===== src/hdl/one_pole_envelope_generator_core_defines.svh =====
// Assertion macros of the envelope generator RTL.
`ifndef ONE_POLE_ENVELOPE_GENERATOR_CORE_DEFINES_SVH
`define ONE_POLE_ENVELOPE_GENERATOR_CORE_DEFINES_SVH

`ifndef ASSERT_OFF

// Check a property on every rising clock edge outside reset.
`define OPEG_ASSERT(lbl, clk, rst, prop) \
   lbl: assert property (@(posedge clk) disable iff (rst) prop) \
      else $error("opeg assertion failed");

// Check a property on every rising clock edge, reset included.
`define OPEG_ASSERT_ALWAYS(lbl, clk, prop) \
   lbl: assert property (@(posedge clk) prop) \
      else $error("opeg assertion failed");

`else

`define OPEG_ASSERT(lbl, clk, rst, prop)
`define OPEG_ASSERT_ALWAYS(lbl, clk, prop)

`endif

`endif


===== src/hdl/opeg_pkg.sv =====
// Types, constants and helpers of the one-pole envelope generator.
package opeg_pkg;

   localparam int CSR_INDEX_W = 3;
   localparam int CSR_DATA_W  = 24;

   localparam logic [CSR_INDEX_W-1:0] CSR_MODE                = 3'd0;
   localparam logic [CSR_INDEX_W-1:0] CSR_ATTACK_RATE         = 3'd1;
   localparam logic [CSR_INDEX_W-1:0] CSR_DECAY_RATE          = 3'd2;
   localparam logic [CSR_INDEX_W-1:0] CSR_SUSTAIN_LEVEL       = 3'd3;
   localparam logic [CSR_INDEX_W-1:0] CSR_RELEASE_RATE        = 3'd4;
   localparam logic [CSR_INDEX_W-1:0] CSR_COMMON_RATE_OFFSET  = 3'd5;
   localparam logic [CSR_INDEX_W-1:0] CSR_ATTACK_RATE_OFFSET  = 3'd6;
   localparam logic [CSR_INDEX_W-1:0] CSR_RELEASE_RATE_OFFSET = 3'd7;

   localparam logic [1:0] MODE_AR  = 2'd1;
   localparam logic [1:0] MODE_LIN = 2'd2;

   localparam logic [15:0] FULL_SCALE         = 16'd65535;
   localparam logic [15:0] LOW_LEVEL          = 16'd655;
   localparam logic [15:0] ATTACK_TOP         = 16'd58982;
   localparam logic [15:0] LINEAR_TOP         = 16'd62259;
   localparam logic [16:0] SUSTAIN_MARGIN     = 17'd655;
   localparam logic [16:0] LINEAR_ATTACK_STEP = 17'd66;

   // Rate sum at which the coefficient reaches its 0.99 cap (64880 * 10).
   localparam int               DIVIDEND_W  = 20;
   localparam logic signed [25:0] SUM_CAP    = 26'sd648800;
   localparam logic signed [25:0] RATE_MAX   = 26'sd16777215;
   localparam logic [4:0]        DIV_BASE    = 5'd10;
   localparam int               MAC_STEPS   = 16;
   localparam int               STEP_CNT_W  = $clog2(MAC_STEPS);
   localparam int               PRODUCT_W   = 34;

   typedef enum logic [1:0] {
      STG_OFF     = 2'd0,
      STG_ATTACK  = 2'd1,
      STG_DECAY   = 2'd2,
      STG_RELEASE = 2'd3
   } stage_type;

   typedef struct packed {
      logic [1:0]         mode;
      logic [23:0]        attack_rate;
      logic [23:0]        decay_rate;
      logic [15:0]        sustain_level;
      logic [23:0]        release_rate;
      logic signed [23:0] common_rate_offset;
      logic signed [23:0] attack_rate_offset;
      logic signed [23:0] release_rate_offset;
   } cfg_type;

   typedef struct packed {
      stage_type          stage;
      logic [15:0]        target;
      logic signed [24:0] rate;
      logic               one_shot;
      logic               linear;
      logic [15:0]        level_lin;
   } tick_type;

   // Rate plus offset, saturated at the top of the unsigned Q8.16 range.
   function automatic logic signed [24:0] sat_rate(input logic [23:0] r,
                                                    input logic signed [23:0] off);
      logic signed [25:0] s;
      s = signed'({2'b00, r}) + {{2{off[23]}}, off};
      if (s > RATE_MAX) begin
         return RATE_MAX[24:0];
      end
      return s[24:0];
   endfunction

endpackage


===== src/hdl/opeg_req_if.sv =====
// Tick request channel: start and arm flags.
interface opeg_req_if;
   logic valid;
   logic ready;
   logic start_attack;
   logic arm_one_shot;
   modport source (output valid, start_attack, arm_one_shot, input ready);
   modport sink (input valid, start_attack, arm_one_shot, output ready);
endinterface


===== src/hdl/opeg_rsp_if.sv =====
// Tick response channel: level and stage after the tick.
interface opeg_rsp_if;
   logic        valid;
   logic        ready;
   logic [15:0] level;
   logic [1:0]  stage_now;
   modport source (output valid, level, stage_now, input ready);
   modport sink (input valid, level, stage_now, output ready);
endinterface


===== src/hdl/opeg_csr_if.sv =====
// Register write channel: index and data.
interface opeg_csr_if;
   logic                             valid;
   logic                             ready;
   logic [opeg_pkg::CSR_INDEX_W-1:0] index;
   logic [opeg_pkg::CSR_DATA_W-1:0]  data;
   modport source (output valid, index, data, input ready);
   modport sink (input valid, index, data, output ready);
endinterface


===== src/hdl/one_pole_envelope_generator_core.sv =====
// One-pole envelope generator: one tick per request beat, one response beat per tick.
// Each request beat is one tick of the envelope. A one-pole tick passes the stage logic as
// the request is accepted, forms the coefficient dividend and the level difference in S_LOAD,
// runs the bit-serial unit that divides the rate sum by ten and multiplies the difference by
// the quotient one bit per cycle, writes the new level, and then waits in S_DONE until the
// output register is free before the response beat shows valid. A linear-attack tick in
// mode 2 skips the serial unit. The next request beat is taken once the previous tick is done,
// even while its response still waits for rsp_bus.ready. Register writes go through csr_bus
// at any time and take effect on the next tick; write them only between ticks.
`include "one_pole_envelope_generator_core_defines.svh"

module one_pole_envelope_generator_core (
   input  logic       clock,
   input  logic       reset,
   opeg_req_if.sink   req_bus,
   opeg_rsp_if.source rsp_bus,
   opeg_csr_if.sink   csr_bus
);

   typedef enum logic [3:0] {
      S_IDLE = 4'b0001,
      S_LOAD = 4'b0010,
      S_RUN  = 4'b0100,
      S_DONE = 4'b1000
   } state_type;

   state_type                 state_ff, state_in;
   opeg_pkg::cfg_type         cfg;
   opeg_pkg::tick_type        tick;
   logic [15:0]               level_ff, level_in;
   opeg_pkg::stage_type       stage_ff, stage_in;
   logic [15:0]               target_ff, target_in;
   logic signed [24:0]        rate_ff, rate_in;
   logic                      one_shot_ff, one_shot_in;
   logic                      rsp_valid_ff, rsp_valid_in;
   logic [15:0]               rsp_level_ff, rsp_level_in;
   logic [1:0]                rsp_stage_ff, rsp_stage_in;
   logic                      req_fire;
   logic                      rsp_free;
   logic signed [25:0]        rate_sum;
   logic [opeg_pkg::DIVIDEND_W-1:0]       dividend;
   logic signed [16:0]                    diff;
   logic                                  mac_start;
   logic                                  mac_done;
   logic signed [opeg_pkg::PRODUCT_W-1:0] product;
   logic signed [17:0]                    delta;
   logic signed [18:0]                    level_sum;
   logic [15:0]                           level_new;

   opeg_csr_regs u_csr_regs (
      .clock   (clock),
      .reset   (reset),
      .csr_bus (csr_bus),
      .cfg     (cfg)
   );

   opeg_stage_sel u_stage_sel (
      .cfg          (cfg),
      .start_attack (req_bus.start_attack),
      .arm_one_shot (req_bus.arm_one_shot),
      .level        (level_ff),
      .stage        (stage_ff),
      .target       (target_ff),
      .rate         (rate_ff),
      .one_shot     (one_shot_ff),
      .tick         (tick)
   );

   opeg_serial_mac u_serial_mac (
      .clock    (clock),
      .reset    (reset),
      .start    (mac_start),
      .dividend (dividend),
      .diff     (diff),
      .done     (mac_done),
      .product  (product)
   );

   assign req_bus.ready     = (state_ff == S_IDLE);
   assign req_fire          = req_bus.valid && (state_ff == S_IDLE);
   assign rsp_free          = !rsp_valid_ff || rsp_bus.ready;
   assign rsp_bus.valid     = rsp_valid_ff;
   assign rsp_bus.level     = rsp_level_ff;
   assign rsp_bus.stage_now = rsp_stage_ff;

   // Coefficient dividend: zero for a non-positive sum, held at the 0.99 cap above it.
   assign rate_sum  = {rate_ff[24], rate_ff} +
                      {{2{cfg.common_rate_offset[23]}}, cfg.common_rate_offset};
   assign dividend  = (rate_sum <= 26'sd0)              ? '0 :
                      (rate_sum >= opeg_pkg::SUM_CAP)   ? opeg_pkg::SUM_CAP[19:0] :
                                                          rate_sum[19:0];
   assign diff      = signed'({1'b0, target_ff}) - signed'({1'b0, level_ff});
   assign mac_start = (state_ff == S_LOAD);

   // Arithmetic shift by 16 floors the move toward minus infinity.
   assign delta     = product[opeg_pkg::PRODUCT_W-1:16];
   assign level_sum = signed'({3'b000, level_ff}) + {delta[17], delta};
   assign level_new = level_sum[18]           ? 16'd0 :
                      (level_sum[17:16] != 0) ? opeg_pkg::FULL_SCALE :
                                                level_sum[15:0];

   always_comb begin
      state_in     = state_ff;
      level_in     = level_ff;
      stage_in     = stage_ff;
      target_in    = target_ff;
      rate_in      = rate_ff;
      one_shot_in  = one_shot_ff;
      rsp_valid_in = rsp_valid_ff && !rsp_bus.ready;
      rsp_level_in = rsp_level_ff;
      rsp_stage_in = rsp_stage_ff;
      case (state_ff)
         S_IDLE: begin
            if (req_fire) begin
               stage_in    = tick.stage;
               target_in   = tick.target;
               rate_in     = tick.rate;
               one_shot_in = tick.one_shot;
               if (tick.linear) begin
                  level_in = tick.level_lin;
                  state_in = S_DONE;
               end else begin
                  state_in = S_LOAD;
               end
            end
         end
         S_LOAD: begin
            state_in = S_RUN;
         end
         S_RUN: begin
            if (mac_done) begin
               level_in = level_new;
               state_in = S_DONE;
            end
         end
         S_DONE: begin
            // Hold the finished tick until the output register frees up.
            if (rsp_free) begin
               rsp_valid_in = 1'b1;
               rsp_level_in = level_ff;
               rsp_stage_in = stage_ff;
               state_in     = S_IDLE;
            end
         end
         default: begin
            state_in = S_IDLE;
         end
      endcase
   end

   always_ff @(posedge clock) begin
      if (reset) begin
         state_ff     <= S_IDLE;
         level_ff     <= '0;
         stage_ff     <= opeg_pkg::STG_OFF;
         target_ff    <= '0;
         rate_ff      <= '0;
         one_shot_ff  <= 1'b0;
         rsp_valid_ff <= 1'b0;
      end else begin
         state_ff     <= state_in;
         level_ff     <= level_in;
         stage_ff     <= stage_in;
         target_ff    <= target_in;
         rate_ff      <= rate_in;
         one_shot_ff  <= one_shot_in;
         rsp_valid_ff <= rsp_valid_in;
      end
      rsp_level_ff <= rsp_level_in;
      rsp_stage_ff <= rsp_stage_in;
   end

   `OPEG_ASSERT(a_load_then_run, clock, reset, (state_ff == S_LOAD) |=> (state_ff == S_RUN))
   `OPEG_ASSERT(a_mac_done_in_run, clock, reset, mac_done |-> (state_ff == S_RUN))
   `OPEG_ASSERT(a_done_to_rsp, clock, reset, ((state_ff == S_DONE) && rsp_free) |=> rsp_valid_ff)
   `OPEG_ASSERT_ALWAYS(a_reset_clears_rsp, clock, $past(reset) |-> !rsp_valid_ff)

endmodule


===== src/hdl/opeg_csr_regs.sv =====
// Configuration register file of the envelope generator.
module opeg_csr_regs (
   input  logic              clock,
   input  logic              reset,
   opeg_csr_if.sink          csr_bus,
   output opeg_pkg::cfg_type cfg
);

   opeg_pkg::cfg_type cfg_ff, cfg_in;

   assign csr_bus.ready = 1'b1;
   assign cfg           = cfg_ff;

   always_comb begin
      cfg_in = cfg_ff;
      if (csr_bus.valid) begin
         case (csr_bus.index)
            opeg_pkg::CSR_MODE:                cfg_in.mode = csr_bus.data[1:0];
            opeg_pkg::CSR_ATTACK_RATE:         cfg_in.attack_rate = csr_bus.data;
            opeg_pkg::CSR_DECAY_RATE:          cfg_in.decay_rate = csr_bus.data;
            opeg_pkg::CSR_SUSTAIN_LEVEL:       cfg_in.sustain_level = csr_bus.data[15:0];
            opeg_pkg::CSR_RELEASE_RATE:        cfg_in.release_rate = csr_bus.data;
            opeg_pkg::CSR_COMMON_RATE_OFFSET:  cfg_in.common_rate_offset = csr_bus.data;
            opeg_pkg::CSR_ATTACK_RATE_OFFSET:  cfg_in.attack_rate_offset = csr_bus.data;
            opeg_pkg::CSR_RELEASE_RATE_OFFSET: cfg_in.release_rate_offset = csr_bus.data;
            default: ;
         endcase
      end
   end

   always_ff @(posedge clock) begin
      if (reset) begin
         cfg_ff <= '0;
      end else begin
         cfg_ff <= cfg_in;
      end
   end

endmodule


===== src/hdl/opeg_stage_sel.sv =====
// Stage logic of one tick: flags, next stage, target and rate.
module opeg_stage_sel (
   input  opeg_pkg::cfg_type   cfg,
   input  logic                start_attack,
   input  logic                arm_one_shot,
   input  logic [15:0]         level,
   input  opeg_pkg::stage_type stage,
   input  logic [15:0]         target,
   input  logic signed [24:0]  rate,
   input  logic                one_shot,
   output opeg_pkg::tick_type  tick
);

   logic [16:0] lin_sum;
   logic [16:0] sustain_top;

   assign lin_sum     = {1'b0, level} + opeg_pkg::LINEAR_ATTACK_STEP;
   assign sustain_top = {1'b0, cfg.sustain_level} + opeg_pkg::SUSTAIN_MARGIN;

   always_comb begin
      tick.stage     = stage;
      tick.target    = target;
      tick.rate      = rate;
      tick.one_shot  = one_shot;
      tick.linear    = 1'b0;
      tick.level_lin = lin_sum[16] ? opeg_pkg::FULL_SCALE : lin_sum[15:0];

      if (start_attack) begin
         tick.stage    = opeg_pkg::STG_ATTACK;
         tick.one_shot = 1'b0;
      end
      if (arm_one_shot) begin
         tick.one_shot = 1'b1;
      end
      if (level <= opeg_pkg::LOW_LEVEL) begin
         tick.one_shot = 1'b0;
      end

      if (cfg.mode == opeg_pkg::MODE_AR) begin
         if (tick.stage == opeg_pkg::STG_ATTACK) begin
            tick.target = opeg_pkg::FULL_SCALE;
            tick.rate   = opeg_pkg::sat_rate(cfg.attack_rate, cfg.attack_rate_offset);
            if (tick.one_shot && level > opeg_pkg::ATTACK_TOP) begin
               tick.stage = opeg_pkg::STG_RELEASE;
            end
         end
         if (tick.stage == opeg_pkg::STG_RELEASE) begin
            tick.target = '0;
            tick.rate   = opeg_pkg::sat_rate(cfg.release_rate, cfg.release_rate_offset);
         end
      end else if (cfg.mode == opeg_pkg::MODE_LIN) begin
         if (tick.stage == opeg_pkg::STG_ATTACK) begin
            // Linear ramp replaces the one-pole move on this tick.
            tick.linear = 1'b1;
            tick.rate   = opeg_pkg::sat_rate(cfg.attack_rate, cfg.attack_rate_offset);
            if (tick.level_lin > opeg_pkg::LINEAR_TOP) begin
               tick.stage = opeg_pkg::STG_RELEASE;
            end
         end else if (tick.stage == opeg_pkg::STG_RELEASE) begin
            tick.target = '0;
            tick.rate   = opeg_pkg::sat_rate(cfg.release_rate, cfg.release_rate_offset);
         end
      end else begin
         if (tick.stage == opeg_pkg::STG_ATTACK) begin
            tick.target = opeg_pkg::FULL_SCALE;
            tick.rate   = signed'({1'b0, cfg.attack_rate});
            if (level > opeg_pkg::ATTACK_TOP) begin
               tick.stage = opeg_pkg::STG_DECAY;
            end
         end
         if (tick.stage == opeg_pkg::STG_DECAY) begin
            tick.target = cfg.sustain_level;
            tick.rate   = signed'({1'b0, cfg.decay_rate});
            if (tick.one_shot && {1'b0, level} <= sustain_top) begin
               tick.stage = opeg_pkg::STG_RELEASE;
            end
         end
         if (tick.stage == opeg_pkg::STG_RELEASE) begin
            tick.target = '0;
            tick.rate   = signed'({1'b0, cfg.release_rate});
         end
      end
   end

endmodule


===== src/hdl/opeg_serial_mac.sv =====
// Bit-serial divide by ten fused with an MSB-first multiply of the difference.
module opeg_serial_mac (
   input  logic                                        clock,
   input  logic                                        reset,
   input  logic                                        start,
   input  logic [opeg_pkg::DIVIDEND_W-1:0]             dividend,
   input  logic signed [16:0]                          diff,
   output logic                                        done,
   output logic signed [opeg_pkg::PRODUCT_W-1:0]       product
);

   logic                                  busy_ff, busy_in;
   logic                                  done_ff, done_in;
   logic [opeg_pkg::STEP_CNT_W-1:0]       cnt_ff, cnt_in;
   logic [3:0]                            rem_ff, rem_in;
   logic [opeg_pkg::MAC_STEPS-1:0]        num_sr_ff, num_sr_in;
   logic signed [16:0]                    diff_ff, diff_in;
   logic signed [opeg_pkg::PRODUCT_W-1:0] acc_ff, acc_in;
   logic [4:0]                            rem_sh;
   logic                                  qbit;
   logic [4:0]                            rem_sub;

   assign done    = done_ff;
   assign product = acc_ff;

   // One quotient bit per cycle; the remainder stays below ten.
   assign rem_sh  = {rem_ff, num_sr_ff[opeg_pkg::MAC_STEPS-1]};
   assign qbit    = (rem_sh >= opeg_pkg::DIV_BASE);
   assign rem_sub = rem_sh - opeg_pkg::DIV_BASE;

   always_comb begin
      busy_in   = busy_ff;
      done_in   = 1'b0;
      cnt_in    = cnt_ff;
      rem_in    = rem_ff;
      num_sr_in = num_sr_ff;
      diff_in   = diff_ff;
      acc_in    = acc_ff;
      if (start) begin
         busy_in   = 1'b1;
         cnt_in    = '0;
         rem_in    = dividend[opeg_pkg::DIVIDEND_W-1:opeg_pkg::MAC_STEPS];
         num_sr_in = dividend[opeg_pkg::MAC_STEPS-1:0];
         diff_in   = diff;
         acc_in    = '0;
      end else if (busy_ff) begin
         rem_in    = qbit ? rem_sub[3:0] : rem_sh[3:0];
         num_sr_in = num_sr_ff << 1;
         // Horner step: double, then add the difference on a set quotient bit.
         acc_in    = (acc_ff <<< 1) +
                     (qbit ? {{(opeg_pkg::PRODUCT_W-17){diff_ff[16]}}, diff_ff}
                           : {opeg_pkg::PRODUCT_W{1'b0}});
         cnt_in    = cnt_ff + 1'b1;
         if (cnt_ff == opeg_pkg::STEP_CNT_W'(opeg_pkg::MAC_STEPS - 1)) begin
            busy_in = 1'b0;
            done_in = 1'b1;
         end
      end
   end

   always_ff @(posedge clock) begin
      if (reset) begin
         busy_ff <= 1'b0;
         done_ff <= 1'b0;
         cnt_ff  <= '0;
      end else begin
         busy_ff <= busy_in;
         done_ff <= done_in;
         cnt_ff  <= cnt_in;
      end
      rem_ff    <= rem_in;
      num_sr_ff <= num_sr_in;
      diff_ff   <= diff_in;
      acc_ff    <= acc_in;
   end

endmodule


===== src/flat_wrapper.sv =====
// flat-port wrapper written by rule: the top's interface ports become plain ports
module one_pole_envelope_generator_core_flat 
  (clock, reset, req_bus_valid, req_bus_start_attack, req_bus_arm_one_shot, req_bus_ready, rsp_bus_valid, rsp_bus_level, rsp_bus_stage_now, rsp_bus_ready, csr_bus_valid, csr_bus_index, csr_bus_data, csr_bus_ready);
  opeg_req_if req_bus_i ();
  opeg_rsp_if rsp_bus_i ();
  opeg_csr_if csr_bus_i ();
  input  logic clock;
  input  logic reset;
  input wire logic [$bits(req_bus_i.valid)-1:0] req_bus_valid;
  input wire logic [$bits(req_bus_i.start_attack)-1:0] req_bus_start_attack;
  input wire logic [$bits(req_bus_i.arm_one_shot)-1:0] req_bus_arm_one_shot;
  output wire logic [$bits(req_bus_i.ready)-1:0] req_bus_ready;
  output wire logic [$bits(rsp_bus_i.valid)-1:0] rsp_bus_valid;
  output wire logic [$bits(rsp_bus_i.level)-1:0] rsp_bus_level;
  output wire logic [$bits(rsp_bus_i.stage_now)-1:0] rsp_bus_stage_now;
  input wire logic [$bits(rsp_bus_i.ready)-1:0] rsp_bus_ready;
  input wire logic [$bits(csr_bus_i.valid)-1:0] csr_bus_valid;
  input wire logic [$bits(csr_bus_i.index)-1:0] csr_bus_index;
  input wire logic [$bits(csr_bus_i.data)-1:0] csr_bus_data;
  output wire logic [$bits(csr_bus_i.ready)-1:0] csr_bus_ready;
  assign req_bus_i.valid = req_bus_valid;
  assign req_bus_i.start_attack = req_bus_start_attack;
  assign req_bus_i.arm_one_shot = req_bus_arm_one_shot;
  assign req_bus_ready = req_bus_i.ready;
  assign rsp_bus_valid = rsp_bus_i.valid;
  assign rsp_bus_level = rsp_bus_i.level;
  assign rsp_bus_stage_now = rsp_bus_i.stage_now;
  assign rsp_bus_i.ready = rsp_bus_ready;
  assign csr_bus_i.valid = csr_bus_valid;
  assign csr_bus_i.index = csr_bus_index;
  assign csr_bus_i.data = csr_bus_data;
  assign csr_bus_ready = csr_bus_i.ready;
  one_pole_envelope_generator_core u_core (.clock(clock), .reset(reset), .req_bus(req_bus_i), .rsp_bus(rsp_bus_i), .csr_bus(csr_bus_i));
endmodule

===== config.mk =====
export PLATFORM = sky130hd
export DESIGN_NAME = one_pole_envelope_generator_core_flat
export DESIGN_NICKNAME = d
export VERILOG_FILES = /design/src/hdl/opeg_pkg.sv /design/src/hdl/opeg_req_if.sv /design/src/hdl/opeg_rsp_if.sv /design/src/hdl/opeg_csr_if.sv /design/src/hdl/one_pole_envelope_generator_core.sv /design/src/hdl/opeg_csr_regs.sv /design/src/hdl/opeg_stage_sel.sv /design/src/hdl/opeg_serial_mac.sv /design/src/flat_wrapper.sv
export VERILOG_INCLUDE_DIRS = /design/src /design/src/hdl
export SDC_FILE = /design/constraint.sdc
export NUM_CORES = 1
export LEC_CHECK = 0
export BUFFER_PORTS_ARGS = -buffer_cell sky130_fd_sc_hd__buf_2
export CAP_MARGIN = 20
export CORE_MARGIN = 5
export CORE_UTILIZATION = 42
export CTS_BUF_LIST = sky130_fd_sc_hd__clkbuf_8
export DETAILED_ROUTE_END_ITERATION = 8
export GPL_ROUTABILITY_DRIVEN = 0
export PLACE_DENSITY_LB_ADDON = 0.3
export SLEW_MARGIN = 40
export SYNTH_ARGS = -nofsm -noshare
export SYNTH_HDL_FRONTEND = slang
export SYNTH_SLANG_ARGS = --single-unit

===== constraint.sdc =====
create_clock -name clock -period 8.8 [get_ports clock]
set_input_delay 0.44 -clock clock [delete_from_list [all_inputs] [get_ports clock]]
set_output_delay 0.44 -clock clock [all_outputs]
set_load 0.01 [all_outputs]

==> results.cfg <==
[synth]
synthSimpleGateAreaFrac = 0.193
yosys.cell_types.count = 111
muxShareOfSynthArea = 0.0149
avgSynthCellArea_sq_um = 8.07
synth_fa_ha_area_frac = 0.101
synth-seq-cells = 322
synth-compound-area-share = 0.263
synth-async-reset-ratio = 0
yosys_warnings = 0
synth.net_count = 2796
seq_area_frac_synth = 0.334
synth_ff_type = dfxtp_1
synth_xor_xnor_area_share = 0.0556
synthesis.instances = 2597
synth_top_family_by_area = compound AO/OA/AOI/OAI gates
synth_top_cells_by_area = dfxtp_1, ha_1, a21oi_1
syn_area_sq_um = 21000
yosys.area.top_type = dfxtp_1
synth-edff-count = 55
synth_top_area_frac = 0.255

[critical_path]
cp_slowest_cell = o41ai_1
cpPeakStageDelay_ns = 0.56
worstPathMaxFanout = 49
required_ns = 9.36
cp-start-kind = flip-flop
arrival_ns = 5.52
end_kind = flip-flop
path_cells = o41ai_1 > nor2_1 > o21a_1 > o21ai_0 > xor2_1 > ha_1 > nand4_1 > or2_2 > a21o_1 > o2111ai_1 > o311a_1 > nand2b_4 > o221ai_4 > buf_4 > or2_2 > a21oi_1 > o21ai_0 > a211oi_1
worstSetupPathType = reg -> reg

[timing]
setup_ws_ns = 3.83
rsz0062_at_grt = no
finalSetupViolCount = 0
final_hold_viol_count = 0
clock.fmax_ghz = 0.201
fin_hold_ws_ns = 0.0902
tightest_slew_ns = 0.849
maxSlewHeadroom = 0.434
finalClockSkew_ns = 0.0521
final_period_minus_worst_setup_slack_ns = 4.97
min_period_over_period = 0.565
slew_violations = 0
tns_ns = 0

[drt]
drtIter0Drc = 1468
post-route-drc-count = 0
wl_per_cell_microns = 18.0
drt_pass1_iterations = 7
vias_per_cell = 5.76
via_count = 19100
ant_nets = 0
drt-total-wl_microns = 59900

[power_and_ir_drop]
p_int_uw = 3230
clkPwrFrac = 0.291
p_leak_uw = 0.00923
p_sw_uw = 1830
power.share.sequential = 0.373
p_per_area_nw_per_um2 = 220
irDropWorstVdd_mv = 0.0995
swShare = 0.362
p_comb_frac = 0.337

[final_layout]
antenna_cells = 0
utilization = 0.468
drive_gt1_frac = 0.0913
area_delta_synth_final_pct = 9.65
layout.nets = 2813

[global_route]
grt_max_degree = 108
grt_usage = 0.213
grt_pass1_wl_microns = 95200
antenna_found_initial = 0
globalRouteOverflowTotal = 0
grt_pass1_vias = 18200

[clock_network]
clockBufferDepth = 3
cts_htree_levels = 2
clk_pin_slew_ns = 0.06
cts_setup_buffers = 0
worstSkewPairLatency_ns = 0.68
cts.sinks = 322
cts_tree = done
cts-root-buf = clkbuf_8
cts_hold_buf = 0
cts.repair.resized = 0
numCtsBuffers = 60

[floorplan]
fp.coreArea_sq_um = 49200
die_x_microns = 233
dieArea_sq_um = 54500
start_util = 0.426
row_count = 81
ios = 55
die_h_microns = 233

[min_path]
hp-class = in -> reg

[placed_design]
portBuffers = 53
detailed_place_hpwl_microns = 43200
dp_slack_ns = 3.91

[run_status]
outcome = finished clean

[job]
cap_violations = 0
[path summary, 6_finish.rpt]
check / start / to / slack, ns / cells past startpoint
max: u_core.u_csr_regs.cfg[98] / u_core.target_ff[11] / 3.83 / 18
min: csr_bus_data[22] / u_core.u_csr_regs.cfg[94] / 0.09 / 3
max reg2reg: u_core.u_csr_regs.cfg[98] / u_core.target_ff[11] / 3.83 / 18
min reg2reg: u_core.u_csr_regs.cfg[116] / u_core.u_csr_regs.cfg[116] / 0.45 / 2
[placed cells by master, fill, tap and decap left out, types with 9 or more instances in the layout]
cell and count:
a211oi_1 22, a21o_1 80, a21oi_1 340, a221oi_2 9, a22o_1 10, a22oi_1 26
a311oi_1 24, a31oi_1 26, and3_1 17, buf_2 52, buf_4 22, clkbuf_8 71
dfxtp_1 266, edfxtp_1 55, ha_1 159, inv_1 91, mux2i_1 30, nand2_1 442
nand2b_1 25, nand3_1 38, nand3b_1 9, nand4_1 12, nor2_1 182, nor2b_1 39
nor3_1 48, o21a_1 31, o21ai_0 110, o21ai_1 53, o21bai_1 9, o31ai_1 9
or2_2 10, or3_1 11, xnor2_1 85, xor2_1 48
[logic make-up (layout without fill, tap and decap cells)]
| group | count (synthesis) | in the layout |
|---|---|---|
| simple gates | 895 | 895 |
| buf+inv | 191 | 255 |
| flops | 322 | 322 |
| fa+ha+maj | 165 | 165 |
| mux | 31 | 31 |
| xor+xnor | 133 | 133 |
| other cells | 1 | 1 |
| compound gates | 859 | 859 |
[worst max-delay path: cells and delay by family (launching register included)]
| family | cells | cell delay [ns] |
|---|---|---|
| and+or+nand+nor | 5 | 1.23 |
| DFF | 1 | 0.38 |
| xor gates and xnor gates | 1 | 0.13 |
| buffers and inverters | 1 | 0.27 |
| AOI/OAI and AO/OA | 10 | 2.54 |
| adders and majority gates | 1 | 0.31 |
[stage by stage]
step	cell area, sq um	cells	total power (uW)
5_1_grt	23000	3325	5360
6_report	23000	3325	5060
3_3_place_gp	21700	3216	3530
2_1_floorplan	21000	2597	3180
3_5_place_dp	21800	3216	3590
4_1_cts	23000	3325	5080
[sequential cells by signal, indices dropped and copies added (netlist names)]
name                           cells
u_core.stage_ff                    2
u_core.rate_ff                    25
u_core.u_serial_mac.product       34
u_core.rsp_bus.level              16
u_core.level_ff                   16
u_core.u_serial_mac.done           1
u_core.target_ff                  16
u_core.one_shot_ff                 1
u_core.rsp_bus.stage_now           2
u_core.u_serial_mac.rem_ff         4
u_core.u_serial_mac.num_sr_ff     16
u_core.state_ff                    4
u_core.u_csr_regs.cfg            162
u_core.u_serial_mac.diff_ff       17
u_core.rsp_bus.valid               1
u_core.u_serial_mac.cnt_ff         4
u_core.u_serial_mac.busy_ff        1
[per-layer routing]
metal / GRT usage / part of all wire / vias up
met5: 0 / 0 / -
li1: - / - / 9381
met3: 0.0291 / 0.064 / 119
met1: 0.289 / 0.45 / 9013
met4: 0.0730 / 0.029 / 0
met2: 0.350 / 0.46 / 624
[power by group through the flow]
stage	logic (uW)	registers (uW)	clock network [uW]
6_report	1700	1890	1470
5_1_grt	1890	1900	1570
4_1_cts	1690	1880	1510
3_5_place_dp	1680	1910	0
3_3_place_gp	1620	1910	0
2_1_floorplan	1340	1840	0
[layout make-up]
type | instances | area (sq um)
tap | 664 | 831
multi-input combinational | 2084 | 13200
fill | 4746 | 26200
clock buffer | 71 | 977
clock inverter | 38 | 245
sequential | 322 | 7000
inverter | 69 | 259
timing repair buffer | 77 | 459
[cell usage after synthesis, drive strengths merged (7+ instances only)]
cell	number
xor2	48
and3	18
nor3	50
nand2	446
nor2	186
a21boi	8
a211oi	22
edfxtp	55
a221oi	15
o21bai	9
o21ai	165
nor4	9
a311oi	25
ha	159
xnor2	85
inv	68
nand3b	9
clkbuf	103
nand4	13
mux2i	30
a21o	81
or2	14
o211ai	9
a22oi	26
nand3	42
a2111oi	7
nand2b	27
nor2b	41
a31oi	30
a21oi	348
a22o	10
o22ai	7
or3	12
buf	19
o2111ai	8
o31ai	10
o21a	31
dfxtp	267
Power figures use the tool's default switching activity.
